<file path="config.mk">
export PLATFORM = sky130hd
export DESIGN_NAME = tpb_queue
export DESIGN_NICKNAME = d
export VERILOG_FILES = /design/src/hw/rtl/tpb_pkg.sv /design/src/hw/rtl/tpb_queue.sv
export SDC_FILE = /design/constraint.sdc
export NUM_CORES = 1
export LEC_CHECK = 0
export BUFFER_PORTS_ARGS = -buffer_cell sky130_fd_sc_hd__buf_2
export CORE_MARGIN = 2
export CORE_UTILIZATION = 55
export CTS_BUF_LIST = sky130_fd_sc_hd__clkbuf_2 sky130_fd_sc_hd__clkbuf_4 sky130_fd_sc_hd__clkbuf_8
export DETAILED_ROUTE_END_ITERATION = 10
export PLACE_DENSITY = 0.72
export RECOVER_POWER = 100
export SKIP_LAST_GASP = 1
export SYNTH_ARGS = -nofsm -noshare
export SYNTH_HDL_FRONTEND = slang
export SYNTH_SLANG_ARGS = --single-unit
</file>
<file path="constraint.sdc">
create_clock -name clk -period 2.2 [get_ports clk]
set_input_delay 0 -clock clk [delete_from_list [all_inputs] [get_ports clk]]
set_output_delay 0 -clock clk [all_outputs]
set_load 0.005 [all_outputs]
</file>
<file path="src/hw/rtl/tpb_pkg.sv">
// ----------------------------------------------------------------------------
// tpb_pkg
// Shared constants, types and width helpers of the barycentric triangle test.
// ----------------------------------------------------------------------------
package tpb_pkg;

	localparam int COORD_WIDTH_DEF  = 32;
	localparam int WEIGHT_FRAC_DEF  = 30;
	localparam int TOL_W            = 32;
	localparam int OUT_W            = 31;
	localparam logic [TOL_W-1:0] TOL_RESET = 32'd1;

	// operand slice of the split multipliers
	localparam int MUL_LIMB         = 34;

	// register stages of the front part, accept to queue write
	localparam int FRONT_STAGES     = 8;
	// power of two, deeper than the front pipeline
	localparam int QUEUE_DEPTH      = 16;
	// accept to result strobe, plus the weight bits
	localparam int LAT_BASE         = FRONT_STAGES + 3;

	typedef struct packed {
		logic in_tri;
		logic degen;
	} cls_t;

	// width of den, nu and nv for a given coordinate width
	function automatic int den_width(input int cw);
		return 4 * cw + 9;
	endfunction

endpackage

</file>
<file path="src/hw/rtl/tpb_queue.sv">
// ----------------------------------------------------------------------------
// tpb_queue
// Small register queue between the classifying front and the divider back.
// ----------------------------------------------------------------------------
module tpb_queue import tpb_pkg::*; #(
	parameter int W     = 8,
	parameter int DEPTH = QUEUE_DEPTH
) (
	input  logic                           clk,
	input  logic                           arst_n,
	input  logic                           push,
	input  logic [W-1:0]                   wdata,
	input  logic                           pop,
	output logic [W-1:0]                   rdata,
	output logic [$clog2(DEPTH+1)-1:0]     count
);

	localparam int AW = $clog2(DEPTH);

	logic [W-1:0]   mem_q [DEPTH];
	logic [AW-1:0]  wr_q;
	logic [AW-1:0]  rd_q;
	logic [$clog2(DEPTH+1)-1:0] cnt_q;

	always_ff @(posedge clk) begin
		if (push) begin
			mem_q[wr_q] <= wdata;
		end
	end

	always_ff @(posedge clk or negedge arst_n) begin
		if (!arst_n) begin
			wr_q  <= '0;
			rd_q  <= '0;
			cnt_q <= '0;
		end else begin
			if (push) begin
				wr_q <= wr_q + 1'b1;
			end
			if (pop) begin
				rd_q <= rd_q + 1'b1;
			end
			if (push && !pop) begin
				cnt_q <= cnt_q + 1'b1;
			end else if (pop && !push) begin
				cnt_q <= cnt_q - 1'b1;
			end
		end
	end

	assign rdata = mem_q[rd_q];
	assign count = cnt_q;

endmodule

</file>
==> impl_metrics.env <==
export IMPL_globalplace_congestion=0.815
export IMPL_yosysSeqAreaShare=0.729
export IMPL_fp_dieW_um=106
export IMPL_postSynth_asyncResetShare=0.0922
export IMPL_worst_pin_slew_ps=718
export IMPL_total_leakage_power_uw=0.00225
export IMPL_timing_rr_start="wr_q[0]"
export IMPL_grt_use_met2=0.316
export IMPL_endpoint_kind="primary output"
export IMPL_skew_ps=16.8
export IMPL_critPathMaxStageDelay_ps=570
export IMPL_finalSetupViolCount=0
export IMPL_antenna_found_initial=0
export IMPL_cts_tree="done"
export IMPL_worstPathRequired_ps=2200
export IMPL_rows=37
export IMPL_synthToLayoutAreaGrowth_pct=15.0
export IMPL_busiest_layer="met2"
export IMPL_worst_setup_path_type="flip-flop to primary output"
export IMPL_avgViaCountPerCell=5.74
export IMPL_grt_overflow=0
export IMPL_drt_pass1_iterations=5
export IMPL_grt_use_total=0.201
export IMPL_multi_input_area_sq_mm=0.00142
export IMPL_grt_max_degree=36
export IMPL_finalNetCount=377
export IMPL_num_vias=2895
export IMPL_mappedNetlistArea_sq_mm=0.00572
export IMPL_ys_ff_latch=141
export IMPL_start_util=0.559
export IMPL_startpoint="rd_q[0]"
export IMPL_grt_pass1_wl_mm=16.4
export IMPL_route_detailed_drc=0
export IMPL_worstRegToRegCells=5
export IMPL_ff2ff_setup_slack_ps=320
export IMPL_max_slew_margin=0.520
export IMPL_reg2reg_to="mem_q[4][6]"
export IMPL_hpwlAfterDp_mm=6.54
export IMPL_ys_top_cells_by_area="edfxtp_1 (67%), mux4_2 (7.9%), dfrtp_1 (5.7%), mux4_1 (5.5%), a22oi_1 (2.1%)"
export IMPL_yosysMostFrequentCell="edfxtp_1"
export IMPL_drt_total_wl_mm=10.6
export IMPL_critPathMaxFanout=9
export IMPL_clock_fmax_ghz=0.477
export IMPL_critPathLaunchType="flip-flop"
export IMPL_clock_path_buffers=2
export IMPL_synth_top_cell_area_share=0.672
export IMPL_place_worst_setup_slack_ps=342
export IMPL_syn_nets=313
export IMPL_ir_drop_mv=0.645
export IMPL_cts_made_buffers=17
export IMPL_holdPathStages=3
export IMPL_grtUsageMet3=0.0601
export IMPL_min_period_over_period=0.953
export IMPL_drv_slew=0
export IMPL_clk_latency_ps=430
export IMPL_yosys_warnings=0
export IMPL_synth_cell_type_count=31
export IMPL_setup_tns_ps=0
export IMPL_drt_iter0_markers=165
export IMPL_drtAntennaViolNets=0
export IMPL_syn_inst=291
export IMPL_layout_drive_gt1_share=0.209
export IMPL_cp_endpoint="rdata[2]"
export IMPL_cap_violations=0
export IMPL_htreeDepth=4
export IMPL_critPathSlowestCell="mux4_1"
export IMPL_fill_cells=703
export IMPL_clkSlewWorstSetupHoldPaths_ps=80
export IMPL_pin_count=25
export IMPL_arrival_ps=2100
export IMPL_netlist_top_cells_count="edfxtp_1 (128), nand2_1 (21), mux4_2 (20)"
export IMPL_die_area_sq_mm=0.0112
export IMPL_status="completed"
export IMPL_yosys_area_top_type="edfxtp_1"
export IMPL_worst_slack_ps=104
export IMPL_use_met1=0.282
export IMPL_die_h_um=106
export IMPL_numClockSinks=141
export IMPL_avgSynthCellArea_sq_um=19.7
export IMPL_hold_path_class="input port to flip-flop"
export IMPL_final_util=0.643
export IMPL_post_drt_wl_per_cell_um=21.0
export IMPL_hold_violations=0
export IMPL_antenna_cells=0
export IMPL_p_per_area_mw_per_mm2=1240
export IMPL_root_buffer="clkbuf_8"
export IMPL_grt_pass1_vias=3006
export IMPL_register_area_sq_mm=0.00417
export IMPL_ys_flop_type="edfxtp_1"
export IMPL_min_period_ps=2100
export IMPL_synth_edf_count=128
export IMPL_core_area_sq_mm=0.0102
export IMPL_port_buffers=24
export IMPL_worstPathCellList="buf_6 -> mux4_1 -> a22oi_1 -> nand2_1 -> buf_2"
-- area by class of cell --
class,instances,share of cell area
well taps,136,0.0259
repair buffers,60,0.0593
clock inverters,13,0.0249
inverters,4,0.00228
multi-input cells,131,0.216
flip-flops and latches,141,0.634
clock buffers,19,0.0378
-- per-layer routing --
metal,routed length [um],vias to the layer above
met5,0,-
met4,105,0
met3,584,10
met2,5190,89
met1,4680,1485
li1,-,1311
-- worst max-delay path: cells and delay by family, from the launching register on --
kind	cells	cell delay (ps)
mux	1	570
simple gates	1	100
buf+inv	2	340
compound gates	1	210
flops	1	440
-- sequential cells by signal, indices dropped and copies added (netlist names) --
register  flops
mem_q       128
count         5
rd_q          4
wr_q          4
-- stage by stage --
stage	instance area [sq um]	power [uW]	hold WS, ps	instances
4_1_cts	6600	8120	324	500
5_1_grt	6580	8580	428	504
2_1_floorplan	5720	5280	-296	291
3_3_place_gp	6070	5940	-97.5	456
6_report	6580	8160	422	504
3_5_place_dp	6070	6010	-92.9	456
-- layout by cell type, fill, tap and decap left out, types with 2 or more instances in the layout --
cell	netlist	final
a21o_1	2	2
a21oi_1	2	2
a22oi_1	16	15
buf_12	1	2
buf_2	2	14
buf_4	1	3
bufinv_16	0	3
clkbuf_1	5	27
clkbuf_4	0	2
clkbuf_8	0	17
clkinv_2	0	3
clkinv_4	0	3
clkinvlp_4	0	2
dfrtp_1	13	12
dlygate4sd3_1	0	12
edfxtp_1	128	128
ha_1	9	9
inv_1	4	4
inv_6	0	2
mux2_2	2	2
mux4_1	12	12
mux4_2	20	20
nand2_1	21	21
nand2b_1	5	5
nand4_1	2	2
nor2_1	15	15
nor3_1	5	5
o21ai_0	4	4
xnor2_1	6	6
xor2_1	3	3
-- cell families after synthesis --
group           share of synthesized area
simple gates                       0.0392
xor+xnor                           0.0138
mux                                 0.140
flops                               0.729
fa+ha+maj                          0.0232
compound gates                     0.0317
buf+inv                            0.0236
-- worst min path at each step --
stage / startpoint / endpoint / slack (ps)
floorplan: arst_n / count[0] / -300
global placement: arst_n / count[2] / -100
detailed placement: arst_n / count[2] / -90
CTS: pop / rd_q[0] / 320
global route: push / wr_q[0] / 430
finish: pop / rd_q[0] / 420
-- power breakdown --
group | internal (uW) | leakage (uW) | switching, uW
Clock | 1150 | 0.000207 | 958
Sequential | 3290 | 0.00131 | 228
Combinational | 1250 | 0.000730 | 1290
-- timing repair --
action	4_1_cts	5_1_grt
gates resized for setup	0	1
buffers inserted	0	2
endpoints found under the setup margin	0	8
hold buffers	12	0
hold endpoints to repair	149	0
Note: power is estimated with default switching activity, not from simulation.
